**src/hdl/arfc_pkg.sv**
```systemverilog
// Shared types and constants for the average row filter codec.
package arfc_pkg;

  localparam int LINE_BYTES_DEF = 16384;
  localparam int MAX_BPP_DEF    = 8;

  localparam int CFG_IDX_W  = 3;
  localparam int CFG_DATA_W = 16;
  localparam int WIDTH_W    = 15;
  localparam int BPP_W      = 4;
  localparam int HEIGHT_W   = 16;
  localparam int STRIDE_W   = WIDTH_W + BPP_W;
  localparam int COL_W      = STRIDE_W;
  localparam int BPP_IDX_W  = 3;

  typedef enum logic [CFG_IDX_W-1:0] {
    REG_MODE   = 3'd0,
    REG_WIDTH  = 3'd1,
    REG_BPP    = 3'd2,
    REG_HEIGHT = 3'd3
  } cfg_reg_t;

  localparam logic MODE_FILTER = 1'b0;
  localparam logic MODE_RECON  = 1'b1;

  typedef struct packed {
    logic                 mode;
    logic                 left_ok;
    logic                 up_ok;
    logic [BPP_IDX_W-1:0] bpp_m1;
    logic                 last;
    logic                 cfg_err;
  } arfc_item_ctl_t;

endpackage

```
**src/hdl/arfc_cfg_if.sv**
```systemverilog
// Configuration write channel.
interface arfc_cfg_if;
  logic                            valid;
  logic                            ready;
  logic [arfc_pkg::CFG_IDX_W-1:0]  index;
  logic [arfc_pkg::CFG_DATA_W-1:0] data;

  modport source (output valid, output index, output data, input ready);
  modport sink (input valid, input index, input data, output ready);
endinterface

```
**src/hdl/arfc_ctrl.sv**
```systemverilog
// Configuration registers and raster position counters.
module arfc_ctrl #(
  parameter int LINE_BYTES = arfc_pkg::LINE_BYTES_DEF,
  parameter int MAX_BPP    = arfc_pkg::MAX_BPP_DEF,
  localparam int AW        = $clog2(LINE_BYTES)
) (
  input  logic                     clk,
  input  logic                     rst_n,
  arfc_cfg_if.sink                 cfg_if,
  input  logic                     advance,
  output arfc_pkg::arfc_item_ctl_t item_ctl,
  output logic [AW-1:0]            rd_addr
);
  import arfc_pkg::*;

  logic                mode_r;
  logic [WIDTH_W-1:0]  width_r;
  logic [BPP_W-1:0]    bpp_r;
  logic [HEIGHT_W-1:0] height_r;

  logic [COL_W-1:0]    col_r, col_nxt;
  logic [HEIGHT_W-1:0] row_r, row_nxt;
  logic [AW-1:0]       addr_r, addr_nxt;

  logic [BPP_W-1:0]    bpp_eff;
  logic [WIDTH_W-1:0]  w_eff;
  logic [HEIGHT_W-1:0] h_eff;
  logic [STRIDE_W-1:0] stride;
  logic                end_row;
  logic                end_img;

  assign cfg_if.ready = 1'b1;

  always_ff @(posedge clk) begin
    if (!rst_n) begin
      mode_r   <= MODE_FILTER;
      width_r  <= WIDTH_W'(1);
      bpp_r    <= BPP_W'(1);
      height_r <= HEIGHT_W'(1);
    end else if (cfg_if.valid) begin
      case (cfg_if.index)
        REG_MODE:   mode_r   <= cfg_if.data[0];
        REG_WIDTH:  width_r  <= cfg_if.data[WIDTH_W-1:0];
        REG_BPP:    bpp_r    <= cfg_if.data[BPP_W-1:0];
        REG_HEIGHT: height_r <= cfg_if.data[HEIGHT_W-1:0];
        default: ;
      endcase
    end
  end

  always_comb begin
    bpp_eff = bpp_r;
    if (bpp_r == '0) bpp_eff = BPP_W'(1);
    if (bpp_r > BPP_W'(MAX_BPP)) bpp_eff = BPP_W'(MAX_BPP);
    w_eff   = (width_r == '0) ? WIDTH_W'(1) : width_r;
    h_eff   = (height_r == '0) ? HEIGHT_W'(1) : height_r;
    stride  = STRIDE_W'(w_eff) * STRIDE_W'(bpp_eff);
    end_row = ({1'b0, col_r} + (COL_W+1)'(1)) >= {1'b0, stride};
    end_img = end_row && (({1'b0, row_r} + (HEIGHT_W+1)'(1)) >= {1'b0, h_eff});
  end

  always_comb begin
    col_nxt  = col_r + COL_W'(1);
    row_nxt  = row_r;
    addr_nxt = (addr_r == AW'(LINE_BYTES - 1)) ? '0 : addr_r + AW'(1);
    if (end_row) begin
      col_nxt  = '0;
      addr_nxt = '0;
      row_nxt  = end_img ? '0 : row_r + HEIGHT_W'(1);
    end
  end

  always_ff @(posedge clk) begin
    if (!rst_n) begin
      col_r  <= '0;
      row_r  <= '0;
      addr_r <= '0;
    end else if (advance) begin
      col_r  <= col_nxt;
      row_r  <= row_nxt;
      addr_r <= addr_nxt;
    end
  end

  assign rd_addr          = addr_r;
  assign item_ctl.mode    = mode_r;
  assign item_ctl.left_ok = col_r >= COL_W'(bpp_eff);
  assign item_ctl.up_ok   = row_r != '0;
  assign item_ctl.bpp_m1  = BPP_IDX_W'(bpp_eff - BPP_W'(1));
  assign item_ctl.last    = end_img;
  assign item_ctl.cfg_err = stride > STRIDE_W'(LINE_BYTES);

endmodule

```
**src/flat_wrapper.sv**
```systemverilog
// flat-port wrapper written by rule: the top's interface ports become plain ports
module arfc_ctrl_flat import arfc_pkg::*;
#(
  parameter int LINE_BYTES = arfc_pkg::LINE_BYTES_DEF,
  parameter int MAX_BPP    = arfc_pkg::MAX_BPP_DEF,
  localparam int AW        = $clog2(LINE_BYTES)
)
  (clk, rst_n, advance, item_ctl, rd_addr, cfg_if_valid, cfg_if_index, cfg_if_data, cfg_if_ready);
  arfc_cfg_if cfg_if_i ();
  input  logic clk;
  input  logic rst_n;
  input  logic advance;
  output arfc_pkg::arfc_item_ctl_t item_ctl;
  output logic [AW-1:0] rd_addr;
  input wire logic [$bits(cfg_if_i.valid)-1:0] cfg_if_valid;
  input wire logic [$bits(cfg_if_i.index)-1:0] cfg_if_index;
  input wire logic [$bits(cfg_if_i.data)-1:0] cfg_if_data;
  output wire logic [$bits(cfg_if_i.ready)-1:0] cfg_if_ready;
  assign cfg_if_i.valid = cfg_if_valid;
  assign cfg_if_i.index = cfg_if_index;
  assign cfg_if_i.data = cfg_if_data;
  assign cfg_if_ready = cfg_if_i.ready;
  arfc_ctrl #(.LINE_BYTES(LINE_BYTES), .MAX_BPP(MAX_BPP)) u_core (.clk(clk), .rst_n(rst_n), .cfg_if(cfg_if_i), .advance(advance), .item_ctl(item_ctl), .rd_addr(rd_addr));
endmodule
```
**config.mk**
```make
export PLATFORM = sky130hd
export DESIGN_NAME = arfc_ctrl_flat
export DESIGN_NICKNAME = d
export VERILOG_FILES = /design/src/hdl/arfc_pkg.sv /design/src/hdl/arfc_cfg_if.sv /design/src/hdl/arfc_ctrl.sv /design/src/flat_wrapper.sv
export SDC_FILE = /design/constraint.sdc
export NUM_CORES = 1
export LEC_CHECK = 0
export BUFFER_PORTS_ARGS = -buffer_cell sky130_fd_sc_hd__clkbuf_2
export CAP_MARGIN = 20
export CELL_PAD_IN_SITES_DETAIL_PLACEMENT = 0
export CELL_PAD_IN_SITES_GLOBAL_PLACEMENT = 2
export CORE_ASPECT_RATIO = 1.25
export CORE_MARGIN = 2
export CORE_UTILIZATION = 38
export CTS_CLUSTER_DIAMETER = 150
export DETAILED_ROUTE_END_ITERATION = 10
export GPL_ROUTABILITY_DRIVEN = 1
export PLACE_DENSITY_LB_ADDON = 0.1
export RECOVER_POWER = 50
export SETUP_SLACK_MARGIN = 0.4
export SLEW_MARGIN = 20
export SYNTH_ARGS = -nofsm -noshare
export SYNTH_HDL_FRONTEND = slang
export SYNTH_SLANG_ARGS = --single-unit
```
**constraint.sdc**
```tcl
create_clock -name clk -period 8.1 [get_ports clk]
set_input_delay 0.81 -clock clk [delete_from_list [all_inputs] [get_ports clk]]
set_output_delay 0.81 -clock clk [all_outputs]
set_load 0.005 [all_outputs]
```
==> out/results.tsv, run 1 <==
metric	value	unit
clk_path_buf_depth	2	
maxCapViolCount	0	
core	19300	sq um
fin_crit_sh	0.890	
vias	6224	
clkTransAtPathRegs	0.07	ns
insertedDiodeCount	0	
placedCellCount	1144	
synth-seq-cells	85	
cts_tree	built	
grt_max_degree	66	
ys_types	77	
synth_flop_cell	dfxtp_1	
grt_usage	0.196	
avgSynthCellArea	8.18	sq um
p_leak	3.35	nW
cts_buffers	9	
drive_gt1_frac	0.0994	
critPathArrivalTime	6.40	ns
grt_overflow	0	
crit_path_max_incr_delay	0.55	ns
cp-start-kind	register	
synth-simple-area-share	0.264	
ctsHoldBuffers	0	
wl_per_cell	16.8	um
grt_pass1_vias	6219	
vias_per_cell	5.36	
worst-path-max-fanout	7	
end_kind	output pin	
filler_cell_count	1976	
synth.most_common_cell	nand2_1	
globalplace.congestion	0.794	
io_pins	46	
initial_core_util	0.385	
grt_pass1_wl	32.5	mm
rows	57	
power_density	133	nW/um^2
synthCells	906	
tns	0	ns
synth-xor-area-share	0.0518	
tightest_slew	0.889	ns
hold_viol	0	
area_growth	9.13	%
slew_viol_final	0	
yosys-top-cells-area	dfxtp_1 23%, ha_1 11%, fa_1 7.0%, nand2_1 5.8%, inv_1 3.9%	
drc_errors	0	
slew_headroom	0.405	
synth_commonest_cells	115 x nand2_1, 85 x dfxtp_1, 78 x inv_1, 66 x ha_1, 43 x and2_1	
die_w	129	um
finClkSkew	0.0156	ns
die_h	160	um
seq_area_frac_synth	0.229	
worstSetupPathType	register to output pin	
htreeDepth	3	
fin_util	0.420	
peakVddDrop	0.0000844	V
synth_top_family_by_area	simple AND/OR/NAND/NOR gates	
ant_nets	0	
cts_root_buf	clkbuf_16	
fmaxAchievable	139	MHz
hold_path_class	register to register	
syn_nets	1021	
status	finished, final reports clean	
drt_iter0_drc	354	
synthArstFlopShare	0	
cp_common_cell	fa_1	
nets	1037	
dpl.hpwl	14.9	mm
crit_chain	nor4_2, a41oi_2, nand2b_1, fa_1, inv_1, fa_1, fa_1, a211oi_2, o211ai_1, and4_1, or2_2, o31ai_4, o21bai_1, a21oi_1, xor2_1, ha_1, nand4_1, a221oi_1, o31ai_2, o22ai_4, nor2_2, nor2_1, clkbuf_2	
dieArea	20700	sq um
synth.mux.area_fraction	0.00810	
clkLatencyLatePin	0.36	ns
routed_wl	19.5	mm
synth_compound_area_frac	0.192	
finalPower	1.08	mW
rsz0062_at_grt	false	
fin_crit	7.21	ns
yosys.area.top_type_share	0.229	
portBuffers	44	
antenna_found_initial	0	
yosys_warnings	0	
critPathRequiredTime	7.29	ns
yosysTopAreaCell	dfxtp_1	
cts.sinks	85	
critPathSlowestCell	fa_1	
fin_cells	1162	
setup_viol	0	
synth_edf_count	0	
syn_area	7410	sq um
synth-adder-area-share	0.182	
dr.pass1.iters	4	
## layout make-up
| class | instances | area (sq um) | area share |
|---|---|---|---|
| clock inverter | 5 | 85.1 | 0.0105 |
| sequential | 85 | 1700 | 0.210 |
| clock buffer | 10 | 229 | 0.0283 |
| tap | 236 | 295 | 0.0365 |
| multi-input combinational | 696 | 5210 | 0.644 |
| timing repair buffer | 52 | 275 | 0.0340 |
| inverter | 78 | 293 | 0.0362 |
## sequential cells by signal (all words and copies together) (netlist names)
name and flops:
u_core.row_r 16, u_core.width_r 15, u_core.mode_r 1, u_core.rd_addr 14, u_core.col_r 19, u_core.bpp_r 4
u_core.height_r 16
## metal layers
layer,routed length [um],GRT usage,up-vias
li1,-,-,3193
met1,9120,0.257,2935
met2,9650,0.333,74
met3,367,0.0235,22
met4,348,0.0593,0
met5,0,0,-
## cell usage in the layout (no fill, tap or decap), types with 24 or more instances in the layout
cell type and count:
a21boi_0 35, a21boi_1 25, and2_1 42, clkbuf_2 40, dfxtp_1 85, fa_1 26, ha_1 66, inv_1 78
nand2_1 115, nand2b_1 24, nand3_1 37, nor2_1 24, xnor2_1 26
## where the power goes
group | switching (mW) | internal, mW
logic | 0.123 | 0.0626
clock network | 0.186 | 0.271
registers | 0.00984 | 0.425
## worst max-delay path: cells and delay by family (launching register included)
kind / cells / cell delay [ns]
buffers and inverters: 2 / 0.19
and+or+nand+nor: 7 / 1.50
adders and majority gates: 4 / 1.88
xor gates and xnor gates: 1 / 0.10
DFF: 1 / 0.36
AOI/OAI and AO/OA: 9 / 2.02
## metrics by stage
step           instance area [sq um]  worst slack (ns)  hold WS (ns)
2_1_floorplan                   7410              1.46         0.435
3_3_place_gp                    7720              1.08         0.455
3_5_place_dp                    7720             0.902         0.461
4_1_cts                         8040             0.522         0.478
5_1_grt                         8090             0.422         0.489
6_report                        8090             0.889         0.477
## worst paths after layout
kind | from | endpoint | slack (ns) | depth (start not counted)
max reg2reg | u_core.width_r[2]$_SDFFE_PN0P_ | u_core.rd_addr[3]$_SDFFE_PN0P_ | 1.40 | 24
min reg2reg | u_core.row_r[15]$_SDFFE_PN0P_ | u_core.row_r[15]$_SDFFE_PN0P_ | 0.48 | 2
min | u_core.row_r[15]$_SDFFE_PN0P_ | u_core.row_r[15]$_SDFFE_PN0P_ | 0.48 | 2
max | u_core.width_r[2]$_SDFFE_PN0P_ | item_ctl[1] | 0.89 | 23
## kinds of logic (layout without fill, tap and decap cells)
family,after synthesis,count (layout)
AND/OR/NAND/NOR,362,362
AO/OA/AOI/OAI,192,192
flip-flops,85,85
multiplexers,6,6
adder cells (fa/ha/maj),92,92
XOR/XNOR,43,43
other,1,1
buffers and inverters,125,145
## timing repair
| item | in CTS | in global routing |
|---|---|---|
| setup buffers | 0 | 3 |
| setup endpoints to repair | 0 | 1 |
| gates resized for setup | 0 | 6 |
No activity file was read; power rests on OpenSTA's default activity.
==> inputs of run 2 (changes only) <==
ABC_AREA = 1   (was default)
CORE_UTILIZATION = 35   (was 38)
HOLD_SLACK_MARGIN = 0.15   (was default)
RECOVER_POWER = 25   (was 50)
==> run 2 against run 1 <==
Effect of this change:
- area after synthesis fell by 1.7%
- die area rose by 6.6%
- register-to-register slack improved by 0.87 ns
- critical path depth rose by 9
- count of clock-buffer cells in the layout did not move
- global-route usage fell by 0.60 points
- clock power fell by 6.3%
- critical path type unchanged
- flip-flop and latch count did not move
- largest power group is now registers
- highest routed layer unchanged
- the run now ends with max-capacitance violations, max-slew violations left
- via count rose by 5.4%
- worst setup slack improved by 0.25 ns
- routed wire length rose by 4.4%
==> out/results.tsv, run 2 <==
metric	value	unit	change
status	finished with violations		was finished, final reports clean
violations	max-capacitance violations, max-slew violations		
synth_flop_cell	dfxtp_1		unchanged
wl_per_cell	14.8	um	was 16.8 um
regMostFlops	u_core.col_r		unchanged
fmaxAchievable	144	MHz	was 139 MHz
holdCritStartpoint	u_core.mode_r$_SDFFE_PN0P_		was u_core.row_r[15]$_SDFFE_PN0P_
postCtsSetupBuffers	0		unchanged
yosys-top-cells-area	dfxtp_1 23%, ha_1 11%, nand2_1 10%, inv_1 9.1%, a21oi_1 7.6%		was dfxtp_1 23%, ha_1 11%, fa_1 7.0%, nand2_1 5.8%, inv_1 3.9%
syn_area	7290	sq um	was 7410 sq um
largest_reg_flops	19		unchanged
critPathRequiredTime	7.29	ns	about the same
yosysTopAreaCell	dfxtp_1		unchanged
insertedDiodeCount	0		unchanged
dpl.hpwl	15.9	mm	was 14.9 mm
finClkSkew	0.0128	ns	was 0.0156 ns
drc_errors	0		unchanged
tns	0	ns	unchanged
grt_pass1_wl	33.4	mm	was 32.5 mm
r2r-start	u_core.bpp_r[3]$_SDFFE_PN0P_		was u_core.width_r[2]$_SDFFE_PN0P_
end_kind	output pin		unchanged
drt_iter0_drc	306		was 354
vias	6560		was 6224
grt_pass1_vias	6492		was 6219
ctsHoldBuffers	0		unchanged
drive_gt1_frac	0.0657		was 0.0994
maxCapViolCount	1		was 0
grt_overflow	0		unchanged
final_common_cell	nand2_1		unchanged
portBuffers	44		unchanged
cts.sinks	85		unchanged
fin_crit_sh	0.859		was 0.890
dieArea	22000	sq um	was 20700 sq um
vias_per_cell	4.79		was 5.36
top_regs	u_core.col_r (19), u_core.height_r (16), u_core.row_r (16)		unchanged
seq_area_frac_synth	0.233		was 0.229
worst-path-max-fanout	32		was 7
synth.most_common_cell	nand2_1		unchanged
hold_viol	0		unchanged
cts_resized	0		unchanged
dr.pass1.iters	5		was 4
cp-start-kind	register		unchanged
yosys_warnings	0		unchanged
critPathArrivalTime	6.15	ns	was 6.40 ns
routed_wl	20.3	mm	was 19.5 mm
antenna_found_initial	0		unchanged
rsz0062_at_grt	false		unchanged
syn_nets	1186		was 1021
slew_viol_final	55		was 0
clkTransAtPathRegs	0.06	ns	was 0.07 ns
power_density	158	nW/um^2	was 133 nW/um^2
p_leak	3.81	nW	was 3.35 nW
io_pins	46		unchanged
rows	59		was 57
grt_max_degree	55		was 66
final_cell_mix	198 x nand2_1, 176 x inv_1, 111 x a21oi_1		was 115 x nand2_1, 85 x dfxtp_1, 78 x inv_1
synthCells	1071		was 906
clkLatencyLatePin	0.35	ns	was 0.36 ns
synth_commonest_cells	198 x nand2_1, 176 x inv_1, 111 x a21oi_1, 108 x nor2_1, 85 x dfxtp_1		was 115 x nand2_1, 85 x dfxtp_1, 78 x inv_1, 66 x ha_1, 43 x and2_1
peakVddDrop	0.0000869	V	was 0.0000844 V
cts_tree	built		unchanged
tightest_slew	2.08	ns	was 0.889 ns
initial_core_util	0.353		was 0.385
area_growth	9.66	%	was 9.13%
crit_path_max_incr_delay	0.70	ns	was 0.55 ns
grt_usage	0.190		was 0.196
cts_buffers	9		unchanged
ys_types	39		was 77
ant_nets	0		unchanged
cp_common_cell	nand2_1		was fa_1
crit_path_start	u_core.bpp_r[3]$_SDFFE_PN0P_		was u_core.width_r[2]$_SDFFE_PN0P_
synthArstFlopShare	0		unchanged
core	20700	sq um	was 19300 sq um
fin_crit	6.96	ns	was 7.21 ns
setup_viol	0		unchanged
nets	1206		was 1037
die_h	165	um	was 160 um
worstSetupPathType	register to output pin		unchanged
critPathSlowestCell	dfxtp_1		was fa_1
clk_path_buf_depth	2		unchanged
avgSynthCellArea	6.81	sq um	was 8.18 sq um
hold_path_class	register to register		unchanged
cts_root_buf	clkbuf_16		unchanged
globalplace.congestion	0.806		was 0.794
slew_headroom	-0.389		was 0.405
die_w	133	um	was 129 um
htreeDepth	3		unchanged
synth_edf_count	0		unchanged
yosys.area.top_type_share	0.233		was 0.229
synth-seq-cells	85		unchanged
finalPower	1.26	mW	was 1.08 mW
==> run 2: changes by cell type after synthesis, moves of 25 or more <==
cell      before  now
a21boi_0      35    0
a21boi_1      25    0
a21oi_1       22  111
and2_1        43    1
inv_1         78  176
nand2_1      115  198
nand4_1       21   55
nor2_1        24  108
o21ai_0       14   45
==> run 2: metrics by stage <==
step / area, sq um / util / hold slack (ns) / instances / setup slack, ns
after CTS: 7990 / 0.387 / 0.460 / 1369 / 1.05
final: 8000 / 0.387 / 0.454 / 1370 / 1.14
after detailed placement: 7690 / 0.372 / 0.450 / 1353 / 1.43
after global routing: 8000 / 0.387 / 0.473 / 1370 / 0.423
after floorplan: 7290 / - / 0.424 / 1071 / 2.49
after global placement: 7690 / 0.372 / 0.451 / 1353 / 1.53
==> run 2: critical path, delay by kind of cell (launching register included) <==
kind	cells	cell delay, ns
AND/OR/NAND/NOR	17	1.65
AO/OA/AOI/OAI	1	0.17
XOR/XNOR	1	0.14
buffers and inverters	9	1.47
adder cells (fa/ha/maj)	4	1.64
flip-flops	1	0.70
==> run 2: where the power goes <==
| part | internal, mW | total [mW] | switching (mW) | leakage (nW) |
|---|---|---|---|---|
| combinational | 0.126 | 0.369 | 0.243 | 2.97 |
| clock | 0.243 | 0.428 | 0.185 | 0.149 |
| sequential | 0.441 | 0.467 | 0.0256 | 0.690 |
| total | 0.810 | 1.26 | 0.454 | 3.81 |
==> run 2: layout make-up <==
type,instances,area (sq um)
Clock buffer,10,229
Clock inverter,6,72.6
Fill cell,2296,12700
Inverter,178,668
Multi-Input combinational cell,765,4710
Sequential cell,85,1700
Tap cell,274,343
Timing Repair Buffer,52,277
==> run 2: final timing paths <==
check                                               endpoint  slack [ns]  depth (start not counted)
worst max-delay path                             item_ctl[1]        1.14                         32
worst min-delay path              u_core.mode_r$_SDFFE_PN0P_        0.45                          2
worst max register to register  u_core.col_r[0]$_SDFFE_PN0P_        2.27                         25
worst min register to register    u_core.mode_r$_SDFFE_PN0P_        0.45                          2
==> run 2: kinds of logic (layout without fill, tap and decap cells) <==
| logic type | after synthesis | in the layout | synth area share |
|---|---|---|---|
| simple gates | 451 | 451 | 0.277 |
| buf+inv | 221 | 246 | 0.121 |
| compound gates | 167 | 167 | 0.118 |
| fa+ha+maj | 92 | 92 | 0.185 |
| flops | 85 | 85 | 0.233 |
| xor+xnor | 54 | 54 | 0.0649 |
| other cells | 1 | 1 | 0.000514 |
==> run 2: layer usage <==
| layer | vias up | share of wire | GRT usage |
|---|---|---|---|
| li1 | 3527 | - | - |
| met1 | 2980 | 0.46 | 0.238 |
| met2 | 40 | 0.52 | 0.351 |
| met3 | 13 | 0.012 | 0.0205 |
| met4 | 0 | 0.0089 | 0.0406 |
| met5 | - | 0 | 0 |
